$ cat src/sv/jts_pkg.sv
`default_nettype none
// ----------------------------------------------------------------------------
// jts_pkg: shared types and constants of the JSON token scanner
// Item formats of both channels, token kinds, error codes and character
// classes used by the scanner and its channel interfaces.
// ----------------------------------------------------------------------------
package jts_pkg;

  typedef struct packed {
    logic [7:0] byte_value;
    logic       end_of_input;
  } in_item_t;

  typedef struct packed {
    logic [3:0]  token_kind;
    logic [2:0]  error_code;
    logic [15:0] line_number;
    logic [23:0] start_offset;
    logic [6:0]  lexeme_length;
    logic        last_result;
  } out_item_t;

  // Token kinds.
  localparam logic [3:0] KIND_COLON    = 4'd0;
  localparam logic [3:0] KIND_COMMA    = 4'd1;
  localparam logic [3:0] KIND_LBRACKET = 4'd2;
  localparam logic [3:0] KIND_RBRACKET = 4'd3;
  localparam logic [3:0] KIND_LBRACE   = 4'd4;
  localparam logic [3:0] KIND_RBRACE   = 4'd5;
  localparam logic [3:0] KIND_STRING   = 4'd6;
  localparam logic [3:0] KIND_NUMBER   = 4'd7;
  localparam logic [3:0] KIND_TRUE     = 4'd8;
  localparam logic [3:0] KIND_FALSE    = 4'd9;
  localparam logic [3:0] KIND_NULL     = 4'd10;
  localparam logic [3:0] KIND_EOF      = 4'd11;
  localparam logic [3:0] KIND_ERROR    = 4'd12;

  // Error codes.
  localparam logic [2:0] ERR_NONE       = 3'd0;
  localparam logic [2:0] ERR_UNEXPECTED = 3'd1;
  localparam logic [2:0] ERR_BAD_WORD   = 3'd2;
  localparam logic [2:0] ERR_TOO_LONG   = 3'd3;
  localparam logic [2:0] ERR_NL_IN_STR  = 3'd4;
  localparam logic [2:0] ERR_TAB_IN_STR = 3'd5;
  localparam logic [2:0] ERR_EARLY_EOF  = 3'd6;
  localparam logic [2:0] ERR_BAD_NUMBER = 3'd7;

  // Characters.
  localparam logic [7:0] CH_SPACE    = 8'h20;
  localparam logic [7:0] CH_TAB      = 8'h09;
  localparam logic [7:0] CH_NEWLINE  = 8'h0A;
  localparam logic [7:0] CH_COLON    = 8'h3A;
  localparam logic [7:0] CH_COMMA    = 8'h2C;
  localparam logic [7:0] CH_LBRACKET = 8'h5B;
  localparam logic [7:0] CH_RBRACKET = 8'h5D;
  localparam logic [7:0] CH_LBRACE   = 8'h7B;
  localparam logic [7:0] CH_RBRACE   = 8'h7D;
  localparam logic [7:0] CH_QUOTE    = 8'h22;
  localparam logic [7:0] CH_DOT      = 8'h2E;
  localparam logic [7:0] CH_PLUS     = 8'h2B;
  localparam logic [7:0] CH_MINUS    = 8'h2D;
  localparam logic [7:0] CH_E_LOWER  = 8'h65;
  localparam logic [7:0] CH_E_UPPER  = 8'h45;

  // Keywords as they sit right-aligned in the 40-bit word buffer.
  localparam logic [39:0] KW_TRUE_LO  = {8'h00, "true"};
  localparam logic [39:0] KW_TRUE_UP  = {8'h00, "TRUE"};
  localparam logic [39:0] KW_NULL_LO  = {8'h00, "null"};
  localparam logic [39:0] KW_NULL_UP  = {8'h00, "NULL"};
  localparam logic [39:0] KW_FALSE_LO = "false";
  localparam logic [39:0] KW_FALSE_UP = "FALSE";

  function automatic logic is_letter(input logic [7:0] b);
    return ((b >= 8'h61) && (b <= 8'h7A)) || ((b >= 8'h41) && (b <= 8'h5A));
  endfunction

  function automatic logic is_digit(input logic [7:0] b);
    return (b >= 8'h30) && (b <= 8'h39);
  endfunction

endpackage
`default_nettype wire

$ cat src/sv/jts_in_if.sv
`default_nettype none
// ----------------------------------------------------------------------------
// jts_in_if: input byte channel of the JSON token scanner
// Valid/ready channel carrying one byte or an end-of-input mark per transfer.
// ----------------------------------------------------------------------------
interface jts_in_if;
  import jts_pkg::*;

  logic     valid;
  logic     ready;
  in_item_t data;

  modport source(output valid, output data, input ready);
  modport sink(input valid, input data, output ready);
endinterface
`default_nettype wire

$ cat src/sv/jts_out_if.sv
`default_nettype none
// ----------------------------------------------------------------------------
// jts_out_if: token channel of the JSON token scanner
// Valid/ready channel carrying one token record per transfer.
// ----------------------------------------------------------------------------
interface jts_out_if;
  import jts_pkg::*;

  logic      valid;
  logic      ready;
  out_item_t data;

  modport source(output valid, output data, input ready);
  modport sink(input valid, input data, output ready);
endinterface
`default_nettype wire

$ cat src/sv/json_token_scanner.sv
`default_nettype none
// ----------------------------------------------------------------------------
// json_token_scanner: streaming JSON lexer, one byte per transfer
// Turns a byte stream into JSON tokens with line, offset and length.
// ----------------------------------------------------------------------------
// The scanner takes one byte (or an end-of-input mark) per transfer and can
// take a new one in every clock cycle while the result queue has room. A
// byte is held in an input register, where a shallow state update classifies
// it; the token records it causes (none, one or two) are written into a
// four-entry result queue that drives the output channel, so a record passes
// through the input register and the result queue before it is offered. The
// output side moves one record per cycle while the receiver is ready, so a
// byte that yields two records (a delimiter that closes a word or number, or
// an end mark behind a pending token) leaves as two transfers; the input
// stalls only when the result queue cannot take two more records.
// Errors report a code and then all bytes up to the next newline are
// dropped; lexemes longer than MAX_LEXEME bytes give a too-long error.
// ----------------------------------------------------------------------------
module json_token_scanner #(
  parameter int MAX_LEXEME = 64
) (
  input  wire        clk,
  input  wire        rst_n,
  jts_in_if.sink     in_ch,
  jts_out_if.source  out_ch
);
  import jts_pkg::*;

  // Lexeme counter wide enough to hold MAX_LEXEME itself.
  localparam int CW = $clog2(MAX_LEXEME + 1);
  localparam logic [CW-1:0] MAX_CNT = CW'(MAX_LEXEME);

  localparam int QDEPTH = 4;
  localparam int QPW    = $clog2(QDEPTH);
  localparam int QCW    = $clog2(QDEPTH + 1);

  typedef enum logic [3:0] {
    MODE_IDLE,
    MODE_WORD,
    MODE_STR,
    MODE_INT,
    MODE_DOT,
    MODE_FRAC,
    MODE_EXP0,
    MODE_ESIGN,
    MODE_EXP
  } mode_t;

  // --------------------------------------------------------------------------
  // Input register. The scanner state advances when the held byte is
  // processed, which happens whenever the result queue has room for the two
  // records a byte can cause at most.
  // --------------------------------------------------------------------------
  logic            s1_valid_r;
  in_item_t        s1_item_r;
  logic [QCW-1:0]  q_cnt_r;
  logic            fire;

  assign fire        = s1_valid_r && (q_cnt_r <= QCW'(QDEPTH - 2));
  assign in_ch.ready = !s1_valid_r || fire;

  always_ff @(posedge clk) begin
    if (!rst_n) begin
      s1_valid_r <= 1'b0;
    end else if (in_ch.ready) begin
      s1_valid_r <= in_ch.valid;
    end
    if (in_ch.ready && in_ch.valid) begin
      s1_item_r <= in_ch.data;
    end
  end

  // --------------------------------------------------------------------------
  // Scanner state.
  // --------------------------------------------------------------------------
  mode_t          mode_r,  mode_nxt;
  logic [39:0]    buf_r,   buf_nxt;
  logic [CW-1:0]  cnt_r,   cnt_nxt;
  logic [23:0]    start_r, start_nxt;
  logic [23:0]    pos_r,   pos_nxt;
  logic [15:0]    line_r,  line_nxt;
  logic           skip_r,  skip_nxt;

  // Record A is the token that was pending (word, number, string, error),
  // record B is the one caused by the byte itself when it is seen between
  // tokens, or the end-of-file record. A always comes out before B.
  logic           a_vld, b_vld;
  logic [3:0]     a_kind, b_kind;
  logic [2:0]     a_code, b_code;
  logic [23:0]    a_start, b_start;
  logic [CW-1:0]  a_len, b_len;

  logic [7:0]     b;
  logic           eoi;
  logic           do_idle, do_fail, do_grow;
  logic [2:0]     fail_code;
  logic [15:0]    line_inc;
  logic [3:0]     kw_kind;
  logic           kw_hit;
  logic           b_dig, b_exp;
  mode_t          num_next;
  logic           num_bad;

  assign b     = s1_item_r.byte_value;
  assign eoi   = s1_item_r.end_of_input;
  assign b_dig = is_digit(b);
  assign b_exp = (b == CH_E_LOWER) || (b == CH_E_UPPER);

  // Line counter saturates at its top value.
  assign line_inc = (line_r == 16'hFFFF) ? line_r : line_r + 16'd1;

  // Keyword match on the buffered word.
  always_comb begin
    kw_kind = KIND_ERROR;
    kw_hit  = 1'b0;
    if ((cnt_r == CW'(4)) && ((buf_r == KW_TRUE_LO) || (buf_r == KW_TRUE_UP))) begin
      kw_kind = KIND_TRUE;
      kw_hit  = 1'b1;
    end else if ((cnt_r == CW'(5)) &&
                 ((buf_r == KW_FALSE_LO) || (buf_r == KW_FALSE_UP))) begin
      kw_kind = KIND_FALSE;
      kw_hit  = 1'b1;
    end else if ((cnt_r == CW'(4)) &&
                 ((buf_r == KW_NULL_LO) || (buf_r == KW_NULL_UP))) begin
      kw_kind = KIND_NULL;
      kw_hit  = 1'b1;
    end
  end

  // Number grammar: the mode a byte leads to, or a malformed number.
  always_comb begin
    num_next = MODE_IDLE;
    num_bad  = 1'b0;
    case (mode_r)
      MODE_INT: begin
        if (b_dig)              num_next = MODE_INT;
        else if (b == CH_DOT)   num_next = MODE_DOT;
        else if (b_exp)         num_next = MODE_EXP0;
      end
      MODE_DOT: begin
        if (b_dig) num_next = MODE_FRAC;
        else       num_bad  = 1'b1;
      end
      MODE_FRAC: begin
        if (b_dig)      num_next = MODE_FRAC;
        else if (b_exp) num_next = MODE_EXP0;
      end
      MODE_EXP0: begin
        if ((b == CH_PLUS) || (b == CH_MINUS)) num_next = MODE_ESIGN;
        else if (b_dig)                        num_next = MODE_EXP;
        else                                   num_bad  = 1'b1;
      end
      MODE_ESIGN: begin
        if (b_dig) num_next = MODE_EXP;
        else       num_bad  = 1'b1;
      end
      default: begin
        if (b_dig) num_next = MODE_EXP;
      end
    endcase
  end

  // Per-byte state update.
  always_comb begin
    mode_nxt  = mode_r;
    buf_nxt   = buf_r;
    cnt_nxt   = cnt_r;
    start_nxt = start_r;
    pos_nxt   = pos_r;
    line_nxt  = line_r;
    skip_nxt  = skip_r;

    a_vld   = 1'b0;
    a_kind  = KIND_ERROR;
    a_code  = ERR_NONE;
    a_start = start_r;
    a_len   = cnt_r;
    b_vld   = 1'b0;
    b_kind  = KIND_EOF;
    b_code  = ERR_NONE;
    b_start = pos_r;
    b_len   = '0;

    do_idle   = 1'b0;
    do_fail   = 1'b0;
    do_grow   = 1'b0;
    fail_code = ERR_NONE;

    if (eoi) begin
      // Flush whatever is pending, then report end of file.
      unique case (mode_r)
        MODE_IDLE: ;
        MODE_WORD: begin
          a_vld  = 1'b1;
          a_kind = kw_kind;
          a_code = kw_hit ? ERR_NONE : ERR_BAD_WORD;
        end
        MODE_INT, MODE_FRAC, MODE_EXP: begin
          a_vld  = 1'b1;
          a_kind = KIND_NUMBER;
        end
        default: begin
          a_vld  = 1'b1;
          a_kind = KIND_ERROR;
          a_code = ERR_EARLY_EOF;
        end
      endcase
      mode_nxt = MODE_IDLE;
      skip_nxt = 1'b0;
      b_vld    = 1'b1;
    end else if (skip_r) begin
      if (b == CH_NEWLINE) begin
        line_nxt = line_inc;
        skip_nxt = 1'b0;
      end
    end else begin
      unique case (mode_r)
        MODE_IDLE: do_idle = 1'b1;
        MODE_WORD: begin
          if (is_letter(b)) begin
            if (cnt_r >= MAX_CNT) begin
              do_fail   = 1'b1;
              fail_code = ERR_TOO_LONG;
            end else begin
              do_grow = 1'b1;
            end
          end else if (kw_hit) begin
            a_vld   = 1'b1;
            a_kind  = kw_kind;
            do_idle = 1'b1;
          end else begin
            do_fail   = 1'b1;
            fail_code = ERR_BAD_WORD;
          end
        end
        MODE_STR: begin
          if (cnt_r >= MAX_CNT) begin
            do_fail   = 1'b1;
            fail_code = ERR_TOO_LONG;
          end else if (b == CH_NEWLINE) begin
            do_fail   = 1'b1;
            fail_code = ERR_NL_IN_STR;
          end else if (b == CH_TAB) begin
            do_fail   = 1'b1;
            fail_code = ERR_TAB_IN_STR;
          end else begin
            do_grow = 1'b1;
            if (b == CH_QUOTE) begin
              // The closing quote counts toward the string's length.
              a_vld    = 1'b1;
              a_kind   = KIND_STRING;
              a_len    = cnt_r + CW'(1);
              mode_nxt = MODE_IDLE;
            end
          end
        end
        default: begin
          if (num_bad) begin
            do_fail   = 1'b1;
            fail_code = ERR_BAD_NUMBER;
          end else if (num_next == MODE_IDLE) begin
            a_vld   = 1'b1;
            a_kind  = KIND_NUMBER;
            do_idle = 1'b1;
          end else if (cnt_r >= MAX_CNT) begin
            do_fail   = 1'b1;
            fail_code = ERR_TOO_LONG;
          end else begin
            do_grow  = 1'b1;
            mode_nxt = num_next;
          end
        end
      endcase
    end

    if (do_grow) begin
      cnt_nxt = cnt_r + CW'(1);
      buf_nxt = {buf_r[31:0], b};
    end

    // An error reports the lexeme so far and starts dropping the line; a
    // newline that caused the error ends the drop right away.
    if (do_fail) begin
      a_vld    = 1'b1;
      a_kind   = KIND_ERROR;
      a_code   = fail_code;
      mode_nxt = MODE_IDLE;
      if (b == CH_NEWLINE) begin
        line_nxt = line_inc;
        skip_nxt = 1'b0;
      end else begin
        skip_nxt = 1'b1;
      end
    end

    // Handling of a byte seen between tokens.
    if (do_idle) begin
      mode_nxt = MODE_IDLE;
      b_kind   = KIND_ERROR;
      b_len    = CW'(1);
      case (b)
        CH_SPACE, CH_TAB: ;
        CH_NEWLINE:  line_nxt = line_inc;
        CH_COLON: begin
          b_vld  = 1'b1;
          b_kind = KIND_COLON;
        end
        CH_COMMA: begin
          b_vld  = 1'b1;
          b_kind = KIND_COMMA;
        end
        CH_LBRACKET: begin
          b_vld  = 1'b1;
          b_kind = KIND_LBRACKET;
        end
        CH_RBRACKET: begin
          b_vld  = 1'b1;
          b_kind = KIND_RBRACKET;
        end
        CH_LBRACE: begin
          b_vld  = 1'b1;
          b_kind = KIND_LBRACE;
        end
        CH_RBRACE: begin
          b_vld  = 1'b1;
          b_kind = KIND_RBRACE;
        end
        CH_QUOTE: begin
          mode_nxt  = MODE_STR;
          start_nxt = pos_r;
          cnt_nxt   = CW'(1);
          buf_nxt   = {32'h0, b};
        end
        default: begin
          if (is_letter(b) || b_dig) begin
            mode_nxt  = is_letter(b) ? MODE_WORD : MODE_INT;
            start_nxt = pos_r;
            cnt_nxt   = CW'(1);
            buf_nxt   = {32'h0, b};
          end else begin
            // A byte that starts no token: one-byte error, then drop the line.
            b_vld     = 1'b1;
            b_code    = ERR_UNEXPECTED;
            start_nxt = pos_r;
            cnt_nxt   = CW'(1);
            skip_nxt  = 1'b1;
          end
        end
      endcase
    end

    // The byte position counts bytes only and saturates.
    if (!eoi && (pos_r != 24'hFFFFFF)) begin
      pos_nxt = pos_r + 24'd1;
    end
  end

  always_ff @(posedge clk) begin
    if (!rst_n) begin
      mode_r  <= MODE_IDLE;
      buf_r   <= '0;
      cnt_r   <= '0;
      start_r <= '0;
      pos_r   <= '0;
      line_r  <= 16'd1;
      skip_r  <= 1'b0;
    end else if (fire) begin
      mode_r  <= mode_nxt;
      buf_r   <= buf_nxt;
      cnt_r   <= cnt_nxt;
      start_r <= start_nxt;
      pos_r   <= pos_nxt;
      line_r  <= line_nxt;
      skip_r  <= skip_nxt;
    end
  end

  // --------------------------------------------------------------------------
  // Result queue. Up to two records are written per processed byte, in
  // order; the head entry drives the output channel.
  // --------------------------------------------------------------------------
  out_item_t      rec0, rec1;
  logic [1:0]     push_n;
  logic           pop;
  out_item_t      q_r [QDEPTH];
  logic [QPW-1:0] q_wr_r, q_rd_r;

  always_comb begin
    rec1.token_kind    = b_kind;
    rec1.error_code    = b_code;
    rec1.line_number   = line_r;
    rec1.start_offset  = b_start;
    rec1.lexeme_length = 7'(b_len);
    rec1.last_result   = 1'b1;

    if (a_vld) begin
      rec0.token_kind    = a_kind;
      rec0.error_code    = a_code;
      rec0.line_number   = line_r;
      rec0.start_offset  = a_start;
      rec0.lexeme_length = 7'(a_len);
      rec0.last_result   = !b_vld;
    end else begin
      rec0 = rec1;
    end

    push_n = fire ? (2'(a_vld) + 2'(b_vld)) : 2'd0;
  end

  assign pop          = out_ch.valid && out_ch.ready;
  assign out_ch.valid = (q_cnt_r != '0);
  assign out_ch.data  = q_r[q_rd_r];

  always_ff @(posedge clk) begin
    if (!rst_n) begin
      q_cnt_r <= '0;
      q_wr_r  <= '0;
      q_rd_r  <= '0;
    end else begin
      q_cnt_r <= q_cnt_r + QCW'(push_n) - QCW'(pop);
      q_wr_r  <= q_wr_r + QPW'(push_n);
      if (pop) begin
        q_rd_r <= q_rd_r + QPW'(1);
      end
    end
    if (push_n != 2'd0) begin
      q_r[q_wr_r] <= rec0;
    end
    if (push_n == 2'd2) begin
      q_r[q_wr_r + QPW'(1)] <= rec1;
    end
  end

endmodule
`default_nettype wire
$ cat src/flat_wrapper.sv
// flat-port wrapper written by rule: the top's interface ports become plain ports
module json_token_scanner_flat import jts_pkg::*;
#(
  parameter int MAX_LEXEME = 64
)
  (clk, rst_n, in_ch_valid, in_ch_data, in_ch_ready, out_ch_valid, out_ch_data, out_ch_ready);
  jts_in_if in_ch_i ();
  jts_out_if out_ch_i ();
  input  wire clk;
  input  wire rst_n;
  input wire logic [$bits(in_ch_i.valid)-1:0] in_ch_valid;
  input wire logic [$bits(in_ch_i.data)-1:0] in_ch_data;
  output wire logic [$bits(in_ch_i.ready)-1:0] in_ch_ready;
  output wire logic [$bits(out_ch_i.valid)-1:0] out_ch_valid;
  output wire logic [$bits(out_ch_i.data)-1:0] out_ch_data;
  input wire logic [$bits(out_ch_i.ready)-1:0] out_ch_ready;
  assign in_ch_i.valid = in_ch_valid;
  assign in_ch_i.data = in_ch_data;
  assign in_ch_ready = in_ch_i.ready;
  assign out_ch_valid = out_ch_i.valid;
  assign out_ch_data = out_ch_i.data;
  assign out_ch_i.ready = out_ch_ready;
  json_token_scanner #(.MAX_LEXEME(MAX_LEXEME)) u_core (.clk(clk), .rst_n(rst_n), .in_ch(in_ch_i), .out_ch(out_ch_i));
endmodule
$ cat config.mk
export PLATFORM = sky130hd
export DESIGN_NAME = json_token_scanner_flat
export DESIGN_NICKNAME = d
export VERILOG_FILES = /design/src/sv/jts_pkg.sv /design/src/sv/jts_in_if.sv /design/src/sv/jts_out_if.sv /design/src/sv/json_token_scanner.sv /design/src/flat_wrapper.sv
export SDC_FILE = /design/constraint.sdc
export NUM_CORES = 1
export LEC_CHECK = 0
export ABC_AREA = 1
export BUFFER_PORTS_ARGS = -buffer_cell sky130_fd_sc_hd__buf_2
export CORE_MARGIN = 1
export CORE_UTILIZATION = 57
export DETAILED_ROUTE_END_ITERATION = 8
export GPL_TIMING_DRIVEN = 0
export PLACE_DENSITY = 0.81
export SYNTH_ARGS = -nofsm -noshare
export SYNTH_HDL_FRONTEND = slang
export SYNTH_SLANG_ARGS = --single-unit
$ cat constraint.sdc
create_clock -name clk -period 4.59 [get_ports clk]
set_input_delay 0.6885 -clock clk [delete_from_list [all_inputs] [get_ports clk]]
set_output_delay 0.6885 -clock clk [all_outputs]
set_load 0.1 [all_outputs]
==> flow_metrics.env <==
export IMPL_outcome="finished, final reports clean"
export IMPL_rr_endpoint="u_core.q_r[0][40]$_DFFE_PP_"
export IMPL_fin_util_pct=67.0
export IMPL_routabilityCongestion=0.956
export IMPL_final_cell_mix="nand2_1 (491), o21ai_0 (367), nor2_1 (348)"
export IMPL_rows=65
export IMPL_clock_latency_ns=0.53
export IMPL_fin_skew_ns=0.0204
export IMPL_synth_edf_count=193
export IMPL_hold_end="u_core.b[6]$_DFFE_PP_"
export IMPL_syn_area_per_cell_um2=7.55
export IMPL_max_freq_mhz=226
export IMPL_cp_max_fo=15
export IMPL_crit_slowest_cell="edfxtp_1"
export IMPL_die_area_um2=33600
export IMPL_viasPerCell=6.05
export IMPL_grt_max_degree=32
export IMPL_grt_pass1_wl_um=91100
export IMPL_syn_num_nets=2501
export IMPL_drc=0
export IMPL_hold_path_class="in2reg"
export IMPL_crit_type="reg2reg"
export IMPL_core_um2=32000
export IMPL_critPathLaunchType="register"
export IMPL_cts_hold_buf=0
export IMPL_cts_sinks=355
export IMPL_period_minus_slack_ns=4.42
export IMPL_synth_fa_ha_area_share_pct=0.776
export IMPL_grt_pass1_vias=17300
export IMPL_port_buffers=69
export IMPL_routed_wl_um=60000
export IMPL_reg2reg_slack_ns=0.17
export IMPL_maxSlewHeadroom_pct=35.8
export IMPL_cts_tree="built"
export IMPL_cts_buffers=38
export IMPL_powerDensity_nw_per_um2=582
export IMPL_die_h_um=183
export IMPL_hp_start="in_ch_data[7]"
export IMPL_hpwl_um=41700
export IMPL_hold_viol_final=0
export IMPL_register_area_um2=9040
export IMPL_syn_area_um2=18700
export IMPL_power_leakage_uw=0.00789
export IMPL_max_cap_viol_count=0
export IMPL_drv_slew=0
export IMPL_seq_area_frac_synth_pct=48.3
export IMPL_clock_path_buffers=3
export IMPL_crit_top_cell="nand2_1"
export IMPL_setup_viol=0
export IMPL_ys_seq_elements=355
export IMPL_fin_cells=3073
export IMPL_finalSetupTns_ns=0
export IMPL_yosysUniqueCellTypes=44
export IMPL_r2r_cells=26
export IMPL_initial_utilization_pct=58.5
export IMPL_htreeDepth=2
export IMPL_reg2reg_from="u_core.b[6]$_DFFE_PP_"
export IMPL_ios=70
export IMPL_synthXorXnorAreaFrac_pct=0.889
export IMPL_post_route_period_util_pct=96.2
export IMPL_multi_input_area_um2=8550
export IMPL_place_inst=2984
export IMPL_yosys_area_share_simple_pct=26.9
export IMPL_cts_root_buf="clkbuf_16"
export IMPL_first_pass_iters=7
export IMPL_end_kind="register"
export IMPL_async_flop_share_pct=0
export IMPL_wl_per_cell_um=19.5
export IMPL_grt_overflow=0
export IMPL_fin_nets=2634
export IMPL_grtUsageTotal_pct=34.9
export IMPL_drive_gt1_share_pct=11.0
export IMPL_syn_inst=2477
export IMPL_yosys_warnings=0
export IMPL_max_vdd_ir_drop_mv=0.600
export IMPL_antenna_found_initial=0
export IMPL_antenna_cells=0
export IMPL_whs_path_depth=1
export IMPL_synth_top_family_by_area="simple AND/OR/NAND/NOR gates"
export IMPL_synth_main_ff_cell="edfxtp_1"
export IMPL_synth_mux_area_fraction_pct=0
export IMPL_max_stage_delay_ns=0.42
export IMPL_ant_nets=0
export IMPL_crit_arrival_ns=4.68
export IMPL_cts_clk_slew_worst_paths_ns=0.06
export IMPL_area_growth_pct=14.4
export IMPL_die_width_um=183
export IMPL_worstMarginPinSlew_ns=0.953
export IMPL_via_count=18600
export IMPL_fill_cells=2638
export IMPL_crit_required_ns=4.85
export IMPL_final_common_cell="nand2_1"
export IMPL_drtIter0Drc=2559
export IMPL_synth_compound_area_share_pct=15.9
## through the flow
step	worst slack, ns	hold slack (ns)	cell area, um2	total power [uW]
4_1_cts	0.00526	0.334	21100	12200
3_3_place_gp	-2.03	0.433	19600	8880
6_report	0.175	0.342	21400	12500
5_1_grt	-0.0394	0.338	21400	12800
2_1_floorplan	0.0373	0.423	18700	7830
3_5_place_dp	-1.34	0.443	19700	8990
## final cells by class
type | instances | area share, %
clock buffers | 45 | 4.61
inverters | 216 | 3.86
clock inverters | 23 | 1.43
plain buffers | 127 | 2.77
repair buffers | 89 | 2.64
flip-flops and latches | 355 | 42.2
well taps | 435 | 2.54
multi-input cells | 1783 | 39.9
## per-layer routing
layer,GRT usage [%],share of wire (%),up-vias
met4,16.2,4.5,0
met5,0,0,-
li1,-,-,8649
met1,45.6,39,8516
met3,7.41,12,213
met2,55.4,45,1217
## cells by family after synthesis
kind of cell,Yosys count
compound gates,570
xor+xnor,19
fa+ha+maj,11
buf+inv,343
flops,355
simple gates,1179
## state kept, by name, summed over array words and instances (netlist names), 2 cells and up, named ones only
signal and cells:
u_core.a_start 24, u_core.b 8, u_core.b_start 24, u_core.buf_r 40
u_core.cnt_r 7, u_core.line_r 16, u_core.mode_r 4, u_core.q_cnt_r 3
u_core.q_r 220, u_core.q_rd_r 2, u_core.q_wr_r 2
## synth_stat cells, types with 2 or more instances
cell type	n	area (um2)
a21oi_1	108	541
or2_2	2	12.5
o21ai_2	2	17.5
buf_6	4	45.0
xor2_1	17	149
buf_2	17	85.1
clkbuf_1	85	319
buf_1	15	56.3
nor3_1	26	130
inv_2	13	48.8
or2_1	2	12.5
xnor2_1	2	17.5
buf_4	4	30.0
ha_1	10	125
clkinv_1	6	22.5
nand3_4	2	35.0
inv_1	196	736
nand2_1	502	1880
nor2_1	358	1340
nor2_4	2	22.5
nand2_2	31	194
nor4_1	16	100
nor2_2	7	43.8
o21ai_0	367	1840
o21ai_1	28	140
a31oi_1	3	18.8
edfxtp_1	193	5800
dfxtp_1	162	3240
nand3_1	181	906
o22ai_1	55	344
nand4_1	47	294
o31ai_1	2	15.0
## critical path: cells and delay by family, from the launching register on
kind / cells / cell delay, ns
DFF: 1 / 0.42
adders and majority gates: 1 / 0.30
and+or+nand+nor: 16 / 2.00
buffers and inverters: 9 / 1.41
## power by group
part           leakage (uW)  internal (uW)  switching (uW)
Sequential          0.00300           3740             154
Clock              0.000625           1940            1280
Combinational       0.00427            985            4360
## repair_timing
item	4_1_cts	5_1_grt
gates resized for setup	31	53
setup buffers	2	14
setup endpoints to repair	291	324
cloned	2	3
pin swaps	1	7
## how the worst max path moves through the flow
stage                                              from                              to  slack [ns]  cells after the start
after CTS                 u_core.buf_r[30]$_SDFFE_PN0P_  u_core.q_r[2][50]$_SDFFE_PP0P_       0.005                     27
after global placement    u_core.buf_r[30]$_SDFFE_PN0P_     u_core.q_r[0][43]$_DFFE_PP_       -2.03                     24
after floorplan                   u_core.b[4]$_DFFE_PP_     u_core.q_r[0][38]$_DFFE_PP_        0.04                     24
after global routing              u_core.b[6]$_DFFE_PP_  u_core.q_r[0][49]$_SDFFE_PP0N_       -0.04                     29
after detailed placement  u_core.buf_r[30]$_SDFFE_PN0P_   u_core.q_r[3][5]$_SDFFE_PP0P_       -1.34                     23
final                             u_core.b[6]$_DFFE_PP_     u_core.q_r[0][40]$_DFFE_PP_        0.17                     26
(Power assumes the default switching activity.)
